==> src/sv/exptok_pkg.sv <==
// Shared types and constants of the expression tokenizer.
package exptok_pkg;

   localparam int MAX_LEN     = 4096;
   localparam int POS_W       = $clog2(MAX_LEN + 1);
   localparam int START_W     = 12;
   localparam int LEN_W       = 13;
   localparam int FIDX_W      = 3;
   localparam int MAX_TOKENS  = 3;
   localparam int CNT_W       = $clog2(MAX_TOKENS + 1);
   localparam int TIDX_W      = $clog2(MAX_TOKENS);
   localparam int QUEUE_DEPTH = 4;
   localparam int QPTR_W      = $clog2(QUEUE_DEPTH);
   localparam int QCNT_W      = $clog2(QUEUE_DEPTH + 1);

   typedef enum logic [3:0] {
      TK_NUM    = 4'd0,
      TK_VAR    = 4'd1,
      TK_FUNC   = 4'd2,
      TK_PLUS   = 4'd3,
      TK_MINUS  = 4'd4,
      TK_STAR   = 4'd5,
      TK_SLASH  = 4'd6,
      TK_CARET  = 4'd7,
      TK_LPAREN = 4'd8,
      TK_RPAREN = 4'd9,
      TK_COMMA  = 4'd10,
      TK_END    = 4'd11,
      TK_BAD    = 4'd12,
      TK_LONG   = 4'd13
   } tok_kind_type;

   typedef struct packed {
      tok_kind_type         kind;
      logic [START_W-1:0]   start;
      logic [LEN_W-1:0]     len;
      logic [FIDX_W-1:0]    fidx;
      logic                 frac;
      logic                 last;
   } token_type;

   // All tokens caused by one request, oldest in slot 0.
   typedef struct packed {
      token_type [MAX_TOKENS-1:0] toks;
      logic [CNT_W-1:0]           count;
   } bundle_type;

   typedef struct packed {
      logic full;
      logic empty;
   } queue_status_type;

   typedef struct packed {
      logic idle;
      logic dropping;
   } scan_status_type;

endpackage

==> src/sv/expression_tokenizer.sv <==
// Top level of the streaming arithmetic expression tokenizer.
//
//   channel | direction | handshake          | payload
//   req     | in        | req_push / req_full | req_kind, req_char_byte
//   rsp     | out       | rsp_pop / rsp_empty | token_kind, start_pos, token_length,
//           |           |                     | func_index, fraction, last
//
// Cycles: a request is taken whenever the bundle queue has room, so characters
//   stream in at one per cycle until it fills. Tokens leave one per cycle from
//   the output register while rsp_pop is held; a request yields up to three
//   tokens, so the output drain rate and the four-entry bundle queue set the rate.
// Reset: synchronous, active high; scanner idle, queue and output empty.
// Stalls: req_full rises only when the bundle queue is full; a stalled rsp
//   side backs up into the queue without disturbing the scanner state.
module expression_tokenizer
   import exptok_pkg::*;
(
   input  logic                clock,
   input  logic                reset,
   input  logic                req_push,
   output logic                req_full,
   input  logic                req_kind,
   input  logic [7:0]          req_char_byte,
   output logic                rsp_empty,
   input  logic                rsp_pop,
   output logic [3:0]          rsp_token_kind,
   output logic [START_W-1:0]  rsp_start_pos,
   output logic [LEN_W-1:0]    rsp_token_length,
   output logic [FIDX_W-1:0]   rsp_func_index,
   output logic                rsp_fraction,
   output logic                rsp_last
);

   // scanner -> queue
   logic             wr_en;
   bundle_type       wr_data;
   scan_status_type  scan_stat;
   // queue -> output stage
   queue_status_type q_stat;
   bundle_type       q_data;
   logic             q_pop;
   token_type        rsp_tok;

   exptok_scan u_scan (
      .clock         (clock),
      .reset         (reset),
      .req_push      (req_push),
      .req_kind      (req_kind),
      .req_char_byte (req_char_byte),
      .q_full        (q_stat.full),
      .wr_en         (wr_en),
      .wr_data       (wr_data),
      .scan_stat     (scan_stat)
   );

   exptok_queue u_queue (
      .clock   (clock),
      .reset   (reset),
      .wr_en   (wr_en),
      .wr_data (wr_data),
      .rd_en   (q_pop),
      .rd_data (q_data),
      .q_stat  (q_stat)
   );

   exptok_unpack u_unpack (
      .clock     (clock),
      .reset     (reset),
      .q_stat    (q_stat),
      .q_data    (q_data),
      .q_pop     (q_pop),
      .rsp_pop   (rsp_pop),
      .rsp_empty (rsp_empty),
      .rsp_tok   (rsp_tok)
   );

   assign req_full         = q_stat.full;
   assign rsp_token_kind   = 4'(rsp_tok.kind);
   assign rsp_start_pos    = rsp_tok.start;
   assign rsp_token_length = rsp_tok.len;
   assign rsp_func_index   = rsp_tok.fidx;
   assign rsp_fraction     = rsp_tok.frac;
   assign rsp_last         = rsp_tok.last;

   // an accepted end request leaves the scanner idle and out of drop mode
   a_end_clears: assert property (@(posedge clock) disable iff (reset)
      (req_push && !req_full && req_kind) |=> (scan_stat.idle && !scan_stat.dropping))
      else $error("scanner not cleared after end request");

   // a bundle is only written when it holds at least one token and there is room
   a_wr_sane: assert property (@(posedge clock) disable iff (reset)
      wr_en |-> (wr_data.count != '0 && !q_stat.full))
      else $error("bad bundle write");

   // reset leaves the result side empty
   a_reset_empty: assert property (@(posedge clock)
      reset |=> rsp_empty)
      else $error("result side not empty after reset");

endmodule

==> src/sv/exptok_scan.sv <==
// Front end: takes characters, tracks the scan state, builds token bundles.
module exptok_scan
   import exptok_pkg::*;
(
   input  logic            clock,
   input  logic            reset,
   input  logic            req_push,
   input  logic            req_kind,
   input  logic [7:0]      req_char_byte,
   input  logic            q_full,
   output logic            wr_en,
   output bundle_type      wr_data,
   output scan_status_type scan_stat
);

   typedef enum logic [4:0] {
      MODE_IDLE  = 5'b00001,
      MODE_WORD  = 5'b00010,
      MODE_INT   = 5'b00100,
      MODE_SLASH = 5'b01000,
      MODE_DEN   = 5'b10000
   } scan_mode_type;

   localparam int FN_COUNT = 7;
   localparam logic [7:0] CH_PLUS   = 8'h2B;
   localparam logic [7:0] CH_MINUS  = 8'h2D;
   localparam logic [7:0] CH_STAR   = 8'h2A;
   localparam logic [7:0] CH_SLASH  = 8'h2F;
   localparam logic [7:0] CH_CARET  = 8'h5E;
   localparam logic [7:0] CH_LPAREN = 8'h28;
   localparam logic [7:0] CH_RPAREN = 8'h29;
   localparam logic [7:0] CH_COMMA  = 8'h2C;

   // sin cos tan cot sqrt exp log, lower case
   localparam logic [7:0] FN_CHR [FN_COUNT][4] = '{
      '{8'h73, 8'h69, 8'h6E, 8'h00},
      '{8'h63, 8'h6F, 8'h73, 8'h00},
      '{8'h74, 8'h61, 8'h6E, 8'h00},
      '{8'h63, 8'h6F, 8'h74, 8'h00},
      '{8'h73, 8'h71, 8'h72, 8'h74},
      '{8'h65, 8'h78, 8'h70, 8'h00},
      '{8'h6C, 8'h6F, 8'h67, 8'h00}
   };
   localparam logic [2:0] FN_LEN [FN_COUNT] = '{3'd3, 3'd3, 3'd3, 3'd3, 3'd4, 3'd3, 3'd3};

   function automatic logic is_space(input logic [7:0] c);
      return (c == 8'h20) || ((c >= 8'h09) && (c <= 8'h0D));
   endfunction

   function automatic logic is_digit(input logic [7:0] c);
      return (c >= 8'h30) && (c <= 8'h39);
   endfunction

   function automatic logic is_letter(input logic [7:0] c);
      return ((c >= 8'h41) && (c <= 8'h5A)) || ((c >= 8'h61) && (c <= 8'h7A));
   endfunction

   function automatic logic [START_W-1:0] sat_pos(input logic [POS_W-1:0] p);
      return (32'(p) > 32'((1 << START_W) - 1)) ? {START_W{1'b1}} : START_W'(p);
   endfunction

   function automatic logic [FN_COUNT-1:0] match_letter(input logic [FN_COUNT-1:0] mask,
                                                        input logic [2:0] k,
                                                        input logic [7:0] c);
      logic [FN_COUNT-1:0] m;
      logic [7:0]          lower;
      m     = mask;
      lower = c | 8'h20;
      for (int f = 0; f < FN_COUNT; f++) begin
         if (!((k < FN_LEN[f]) && (FN_CHR[f][k[1:0]] == lower))) m[f] = 1'b0;
      end
      return m;
   endfunction

   function automatic token_type mk_tok(input tok_kind_type k, input logic [START_W-1:0] s,
                                        input logic [LEN_W-1:0] l, input logic [FIDX_W-1:0] fi,
                                        input logic fr, input logic la);
      token_type t;
      t.kind  = k;
      t.start = s;
      t.len   = l;
      t.fidx  = fi;
      t.frac  = fr;
      t.last  = la;
      return t;
   endfunction

   scan_mode_type       mode_ff, mode_in;
   logic [POS_W-1:0]    tstart_ff, tstart_in;
   logic [POS_W-1:0]    cpos_ff, cpos_in;
   logic [FN_COUNT-1:0] mask_ff, mask_in;
   logic [2:0]          wlen_ff, wlen_in;
   logic                frac_ff, frac_in;
   logic                drop_ff, drop_in;

   logic                accept;
   logic [POS_W-1:0]    pos;
   logic [POS_W-1:0]    pos_m1;
   logic                fn_hit;
   logic [FIDX_W-1:0]   fn_idx;
   token_type [1:0]     fl_tok;
   logic [1:0]          fl_cnt;
   bundle_type          bnd;
   logic                cont;
   tok_kind_type        op_kind;
   logic                op_ok;

   assign accept = req_push & ~q_full;
   assign pos    = cpos_ff;
   assign pos_m1 = cpos_ff - POS_W'(1);

   // function name lookup over the surviving candidates, lowest index wins
   always_comb begin
      fn_hit = 1'b0;
      fn_idx = '0;
      for (int f = FN_COUNT - 1; f >= 0; f--) begin
         if (mask_ff[f] && (FN_LEN[f] == wlen_ff)) begin
            fn_hit = 1'b1;
            fn_idx = FIDX_W'(f);
         end
      end
   end

   // token in progress, closed at the current position
   always_comb begin
      fl_tok = '0;
      fl_cnt = 2'd0;
      case (mode_ff)
         MODE_WORD: begin
            fl_tok[0] = mk_tok(fn_hit ? TK_FUNC : TK_VAR, START_W'(tstart_ff),
                               LEN_W'(pos - tstart_ff), fn_idx, 1'b0, 1'b0);
            fl_cnt    = 2'd1;
         end
         MODE_INT, MODE_DEN: begin
            fl_tok[0] = mk_tok(TK_NUM, START_W'(tstart_ff), LEN_W'(pos - tstart_ff),
                               '0, frac_ff, 1'b0);
            fl_cnt    = 2'd1;
         end
         MODE_SLASH: begin
            fl_tok[0] = mk_tok(TK_NUM, START_W'(tstart_ff), LEN_W'(pos_m1 - tstart_ff),
                               '0, 1'b0, 1'b0);
            fl_tok[1] = mk_tok(TK_SLASH, START_W'(pos_m1), LEN_W'(1), '0, 1'b0, 1'b0);
            fl_cnt    = 2'd2;
         end
         default: begin
            fl_cnt = 2'd0;
         end
      endcase
   end

   always_comb begin
      op_ok   = 1'b1;
      op_kind = TK_PLUS;
      case (req_char_byte)
         CH_PLUS:   op_kind = TK_PLUS;
         CH_MINUS:  op_kind = TK_MINUS;
         CH_STAR:   op_kind = TK_STAR;
         CH_SLASH:  op_kind = TK_SLASH;
         CH_CARET:  op_kind = TK_CARET;
         CH_LPAREN: op_kind = TK_LPAREN;
         CH_RPAREN: op_kind = TK_RPAREN;
         CH_COMMA:  op_kind = TK_COMMA;
         default:   op_ok   = 1'b0;
      endcase
   end

   always_comb begin
      mode_in   = mode_ff;
      tstart_in = tstart_ff;
      cpos_in   = cpos_ff;
      mask_in   = mask_ff;
      wlen_in   = wlen_ff;
      frac_in   = frac_ff;
      drop_in   = drop_ff;
      bnd       = '0;
      cont      = 1'b0;
      if (req_kind) begin
         if (!drop_ff) begin
            for (int i = 0; i < 2; i++) begin
               if (2'(i) < fl_cnt) begin
                  bnd.toks[bnd.count[TIDX_W-1:0]] = fl_tok[i];
                  bnd.count = bnd.count + CNT_W'(1);
               end
            end
            bnd.toks[bnd.count[TIDX_W-1:0]] = mk_tok(TK_END, sat_pos(pos), '0, '0, 1'b0, 1'b1);
            bnd.count = bnd.count + CNT_W'(1);
         end
         mode_in   = MODE_IDLE;
         tstart_in = '0;
         cpos_in   = '0;
         mask_in   = '0;
         wlen_in   = '0;
         frac_in   = 1'b0;
         drop_in   = 1'b0;
      end else if (!drop_ff) begin
         if (pos >= POS_W'(MAX_LEN)) begin
            bnd.toks[0] = mk_tok(TK_LONG, sat_pos(pos), '0, '0, 1'b0, 1'b1);
            bnd.count   = CNT_W'(1);
            mode_in     = MODE_IDLE;
            drop_in     = 1'b1;
         end else begin
            cpos_in = pos + POS_W'(1);
            case (mode_ff)
               MODE_WORD: begin
                  if (is_letter(req_char_byte)) begin
                     cont    = 1'b1;
                     mask_in = match_letter(mask_ff, wlen_ff, req_char_byte);
                     if (wlen_ff != 3'd7) wlen_in = wlen_ff + 3'd1;
                  end
               end
               MODE_INT: begin
                  if (is_digit(req_char_byte)) begin
                     cont = 1'b1;
                  end else if (req_char_byte == CH_SLASH) begin
                     cont    = 1'b1;
                     mode_in = MODE_SLASH;
                  end
               end
               MODE_SLASH: begin
                  if (is_digit(req_char_byte)) begin
                     cont    = 1'b1;
                     mode_in = MODE_DEN;
                     frac_in = 1'b1;
                  end
               end
               MODE_DEN: begin
                  if (is_digit(req_char_byte)) cont = 1'b1;
               end
               default: begin
                  cont = 1'b0;
               end
            endcase
            if (!cont) begin
               for (int i = 0; i < 2; i++) begin
                  if (2'(i) < fl_cnt) begin
                     bnd.toks[bnd.count[TIDX_W-1:0]] = fl_tok[i];
                     bnd.count = bnd.count + CNT_W'(1);
                  end
               end
               mode_in = MODE_IDLE;
               if (is_space(req_char_byte)) begin
                  mode_in = MODE_IDLE;
               end else if (is_letter(req_char_byte)) begin
                  mode_in   = MODE_WORD;
                  tstart_in = pos;
                  mask_in   = match_letter({FN_COUNT{1'b1}}, 3'd0, req_char_byte);
                  wlen_in   = 3'd1;
               end else if (is_digit(req_char_byte)) begin
                  mode_in   = MODE_INT;
                  tstart_in = pos;
                  frac_in   = 1'b0;
               end else begin
                  bnd.toks[bnd.count[TIDX_W-1:0]] =
                     mk_tok(op_ok ? op_kind : TK_BAD, START_W'(pos), LEN_W'(1), '0, 1'b0, ~op_ok);
                  bnd.count = bnd.count + CNT_W'(1);
                  if (!op_ok) drop_in = 1'b1;
               end
            end
         end
      end
   end

   always_ff @(posedge clock) begin
      if (reset) begin
         mode_ff   <= MODE_IDLE;
         tstart_ff <= '0;
         cpos_ff   <= '0;
         mask_ff   <= '0;
         wlen_ff   <= '0;
         frac_ff   <= 1'b0;
         drop_ff   <= 1'b0;
      end else if (accept) begin
         mode_ff   <= mode_in;
         tstart_ff <= tstart_in;
         cpos_ff   <= cpos_in;
         mask_ff   <= mask_in;
         wlen_ff   <= wlen_in;
         frac_ff   <= frac_in;
         drop_ff   <= drop_in;
      end
   end

   assign wr_en              = accept & (bnd.count != '0);
   assign wr_data            = bnd;
   assign scan_stat.idle     = (mode_ff == MODE_IDLE);
   assign scan_stat.dropping = drop_ff;

endmodule

==> src/sv/exptok_queue.sv <==
// Short queue of token bundles between the scanner and the output stage.
module exptok_queue
   import exptok_pkg::*;
(
   input  logic             clock,
   input  logic             reset,
   input  logic             wr_en,
   input  bundle_type       wr_data,
   input  logic             rd_en,
   output bundle_type       rd_data,
   output queue_status_type q_stat
);

   bundle_type        mem_ff [QUEUE_DEPTH];
   logic [QPTR_W-1:0] wr_ptr_ff, wr_ptr_in;
   logic [QPTR_W-1:0] rd_ptr_ff, rd_ptr_in;
   logic [QCNT_W-1:0] cnt_ff, cnt_in;
   logic              do_wr;
   logic              do_rd;

   assign do_wr = wr_en & ~q_stat.full;
   assign do_rd = rd_en & ~q_stat.empty;

   always_comb begin
      wr_ptr_in = wr_ptr_ff;
      rd_ptr_in = rd_ptr_ff;
      cnt_in    = cnt_ff;
      if (do_wr) begin
         wr_ptr_in = (32'(wr_ptr_ff) == QUEUE_DEPTH - 1) ? '0 : wr_ptr_ff + QPTR_W'(1);
      end
      if (do_rd) begin
         rd_ptr_in = (32'(rd_ptr_ff) == QUEUE_DEPTH - 1) ? '0 : rd_ptr_ff + QPTR_W'(1);
      end
      if (do_wr && !do_rd) cnt_in = cnt_ff + QCNT_W'(1);
      else if (do_rd && !do_wr) cnt_in = cnt_ff - QCNT_W'(1);
   end

   always_ff @(posedge clock) begin
      if (reset) begin
         wr_ptr_ff <= '0;
         rd_ptr_ff <= '0;
         cnt_ff    <= '0;
      end else begin
         wr_ptr_ff <= wr_ptr_in;
         rd_ptr_ff <= rd_ptr_in;
         cnt_ff    <= cnt_in;
      end
   end

   always_ff @(posedge clock) begin
      if (do_wr) mem_ff[wr_ptr_ff] <= wr_data;
   end

   assign rd_data      = mem_ff[rd_ptr_ff];
   assign q_stat.full  = (cnt_ff == QCNT_W'(QUEUE_DEPTH));
   assign q_stat.empty = (cnt_ff == '0);

endmodule

==> src/sv/exptok_unpack.sv <==
// Back end: holds one bundle and hands out its tokens one per pop.
module exptok_unpack
   import exptok_pkg::*;
(
   input  logic             clock,
   input  logic             reset,
   input  queue_status_type q_stat,
   input  bundle_type       q_data,
   output logic             q_pop,
   input  logic             rsp_pop,
   output logic             rsp_empty,
   output token_type        rsp_tok
);

   bundle_type        cur_ff, cur_in;
   logic [TIDX_W-1:0] idx_ff, idx_in;
   logic              vld_ff, vld_in;
   logic              take;
   logic              done;

   assign take  = vld_ff & rsp_pop;
   assign done  = take & (CNT_W'(idx_ff) == cur_ff.count - CNT_W'(1));
   assign q_pop = ~q_stat.empty & (~vld_ff | done);

   always_comb begin
      cur_in = cur_ff;
      idx_in = idx_ff;
      vld_in = vld_ff;
      if (q_pop) begin
         cur_in = q_data;
         idx_in = '0;
         vld_in = 1'b1;
      end else if (done) begin
         vld_in = 1'b0;
      end else if (take) begin
         idx_in = idx_ff + TIDX_W'(1);
      end
   end

   always_ff @(posedge clock) begin
      if (reset) begin
         vld_ff <= 1'b0;
         idx_ff <= '0;
      end else begin
         vld_ff <= vld_in;
         idx_ff <= idx_in;
      end
   end

   always_ff @(posedge clock) begin
      cur_ff <= cur_in;
   end

   assign rsp_empty = ~vld_ff;
   assign rsp_tok   = cur_ff.toks[idx_ff];

endmodule

==> config.mk <==
export PLATFORM = sky130hd
export DESIGN_NAME = expression_tokenizer
export DESIGN_NICKNAME = d
export VERILOG_FILES = /design/src/sv/exptok_pkg.sv /design/src/sv/expression_tokenizer.sv /design/src/sv/exptok_scan.sv /design/src/sv/exptok_queue.sv /design/src/sv/exptok_unpack.sv
export SDC_FILE = /design/constraint.sdc
export NUM_CORES = 1
export LEC_CHECK = 0
export ABC_CLOCK_PERIOD_IN_PS = 6800
export BUFFER_PORTS_ARGS = -buffer_cell sky130_fd_sc_hd__clkbuf_2
export CORE_ASPECT_RATIO = 0.9
export CORE_MARGIN = 1.5
export CORE_UTILIZATION = 40
export DETAILED_ROUTE_END_ITERATION = 8
export SLEW_MARGIN = 20
export SYNTH_ARGS = -nofsm -noshare
export SYNTH_HDL_FRONTEND = slang
export SYNTH_SLANG_ARGS = --single-unit
==> constraint.sdc <==
create_clock -name clock -period 6.8 [get_ports clock]
set_input_delay 0.68 -clock clock [delete_from_list [all_inputs] [get_ports clock]]
set_output_delay 0.68 -clock clock [all_outputs]
set_load 0.01 [all_outputs]
==> flow_summary.toml <==
[critical_path]
start_kind = "flip-flop"
cp_data_required_time_ns = 7.09
path_max_fanout = 13
critPathArrivalTime_ns = 4.32
cp-end-kind = "flip-flop"
path_delay_family = "compound AO/OA/AOI/OAI gates"
crit_chain = "inv_1 > ha_1 > xor2_1 > ha_1 > o21a_1 > o31a_1 > o211ai_1 > a21oi_1 > o31ai_1 > a21oi_1 > mux2i_1 > a31oi_1"
critical_path_class = "flip-flop to flip-flop"
cpPeakStageDelay_ns = 0.73
worst-path-buf-inv = 1
slowest_stage = "dfxtp_1"

[die]
die_w_um = 232
die_h_um = 209
dieArea_um2 = 48500
rows = 75
ios = 49
core-area_um2 = 46600
initial_core_util_pct = 40.5

[cts]
ctsRootBufferMaster = "clkbuf_16"
cts.sinks = 413
cts_max_level = 2
clkLatencyLatePin_ns = 0.56
cts_max_path_buffers = 3
postCtsSetupRepairBufs = 0
clkTransAtPathRegs_ns = 0.06
cts_made_buffers = 42
cts_tree = "built"
cts_resized = 0
cts_hold_buf = 0

[sta]
finalCritPeriodShare_pct = 59.3
hold_viol_final = 0
timing.final.ws_setup_ns = 2.77
fmax_ghz = 0.248
tightest_slew_ns = 1.09
rsz0062_at_grt = "false"
skew_ns = 0.0272
fin_crit_ns = 4.03
slew_viol_final = 0
setup-violations-final = 0
setup_tns_ns = 0
max_slew_margin_pct = 27.0

[grt]
overflow = 0
antenna_found_initial = 0
grt_first_pass_wirelength_um = 67700
grt_pass1_vias = 11300
grt_max_degree = 63
track_usage_pct = 18.4

[drt]
firstDrtPassIters = 6
via_per_inst = 5.65
drtIter0Drc = 1019
wirelength_um = 44300
routed-via-count = 11600
drc_errors = 0
wl_per_cell_um = 21.6
drt.antenna.violating_nets = 0

[placement]
pre_cts_slack_ns = 2.25
dp_hpwl_um = 29000
io_buffers = 48
routabilityCongestion = 0.884

[final_layout]
area_delta_synth_final_pct = 11.0
final_cell_mix = "360 x edfxtp_1, 100 x nand2_1, 96 x nor2_1"
drive_above_1_share_pct = 15.0
fin_nets = 1462
final_common_cell = "edfxtp_1"
diodes = 0
n_fill_cell = 4130

[synth]
synthTopCellsByArea = "edfxtp_1 57%, mux4_2 8.6%, dfxtp_1 5.6%"
synth_top_area_cell = "edfxtp_1"
yosys_most_used_dff = "edfxtp_1"
postSynthAreaPerCell_um2 = 13.6
synthesis.nets = 1443
synth-seq-cells = 413
syn_inst = 1391
async_flop_share_pct = 0
netlist.area_leader.share_pct = 57.3
seq_area_frac_synth_pct = 62.9
synth_edf_count = 360
yosysWarnings = 0
yosysUniqueCellTypes = 70
syn-cell-area_um2 = 18900

[power_and_ir_drop]
ir_drop_v = 0.000195
pwr_density_cell_nw_per_um2 = 340
p_leak_nw = 6.98

[run]
drv_cap = 0

[min_path]
hold_class = "flip-flop to flip-flop"

[run_status]
outcome = "completed"
cells by family (layout without fill, tap and decap cells):
logic type	Yosys count	count (layout)	share of synthesized area (%)
AND/OR/NAND/NOR	382	382	9.96
XOR/XNOR	55	55	2.55
multiplexers	97	97	9.92
buffers and inverters	132	177	2.86
flip-flops	413	413	62.9
adder cells (fa/ha/maj)	39	39	2.70
AO/OA/AOI/OAI	273	273	9.09
tightest hold or removal path: cells and delay by family, from the launching register on:
| family | cells | cell delay, ns |
|---|---|---|
| simple gates | 1 | 0.05 |
| compound gates | 1 | 0.05 |
| flops | 1 | 0.31 |
cell usage after synthesis, types with 6 or more instances:
cell / n
buf_2: 12
or3_1: 17
a21oi_1: 82
xnor2_1: 26
nand3_1: 27
nand2_1: 100
and2_1: 24
and3_1: 6
dfxtp_1: 53
nand2b_1: 8
nor4_1: 8
a22oi_1: 17
o21a_1: 21
a211oi_1: 14
mux2i_1: 24
inv_1: 37
o211ai_1: 6
o31ai_1: 6
edfxtp_1: 360
mux4_2: 72
a31oi_1: 11
o21ai_0: 68
nand4_1: 23
a221oi_1: 12
xor2_1: 29
clkbuf_1: 61
ha_1: 36
nor3_1: 35
buf_1: 16
nor2_1: 97
nor2b_1: 10
registers in the layout, summed over array words and instances (netlist names):
name / cells
u_queue.cnt_ff: 3
u_queue.mem_ff: 288
u_queue.rd_ptr_ff: 2
u_queue.wr_ptr_ff: 2
u_scan.cpos_ff: 13
u_scan.drop_ff: 1
u_scan.frac_ff: 1
u_scan.mask_ff: 7
u_scan.mode_ff: 5
u_scan.tstart_ff: 13
u_scan.wlen_ff: 3
u_unpack.cur_ff: 72
u_unpack.idx_ff: 2
u_unpack.vld_ff: 1
final timing paths:
check             cells after the start                     to  slack [ns]              start
setup / recovery                     12  u_queue.mem_ff[2][18]        2.77  u_scan.cpos_ff[0]
hold / removal                        2      u_scan.mask_ff[4]        0.47  u_scan.mask_ff[4]
setup reg to reg                     12  u_queue.mem_ff[2][18]        2.77  u_scan.cpos_ff[0]
hold reg to reg                       2      u_scan.mask_ff[4]        0.47  u_scan.mask_ff[4]
report_power, final:
group	internal [mW]	switching, mW
logic	0.652	0.875
registers	3.27	0.159
clock network	1.26	0.913
cell type report:
cell class / instances / area, um2 / area share, %
clock buffers: 49 / 1100 / 5.24
clock inverters: 21 / 170 / 0.812
inverters: 38 / 143 / 0.681
multi-input cells: 846 / 6490 / 31.0
flip-flops and latches: 413 / 11900 / 56.7
well taps: 616 / 771 / 3.68
repair buffers: 69 / 398 / 1.90
per-stage QoR:
step / utilization [%] / instance area (um2) / power (mW) / hold WS, ns / instances
6_report: 44.9 / 20900 / 7.12 / 0.465 / 2052
2_1_floorplan: - / 18900 / 4.54 / 0.433 / 1391
3_5_place_dp: 42.2 / 19700 / 5.06 / 0.461 / 1982
4_1_cts: 44.9 / 20900 / 7.23 / 0.469 / 2052
3_3_place_gp: 42.2 / 19700 / 5.03 / 0.449 / 1982
5_1_grt: 44.9 / 20900 / 7.46 / 0.486 / 2052
layer usage:
| metal | GRT usage (%) | wire, um |
|---|---|---|
| met1 | 27.2 | 20700 |
| met2 | 27.4 | 19700 |
| met3 | 3.74 | 2750 |
| met4 | 5.44 | 1080 |
| met5 | 0 | 0 |
Note: power is estimated with default switching activity, not from simulation.
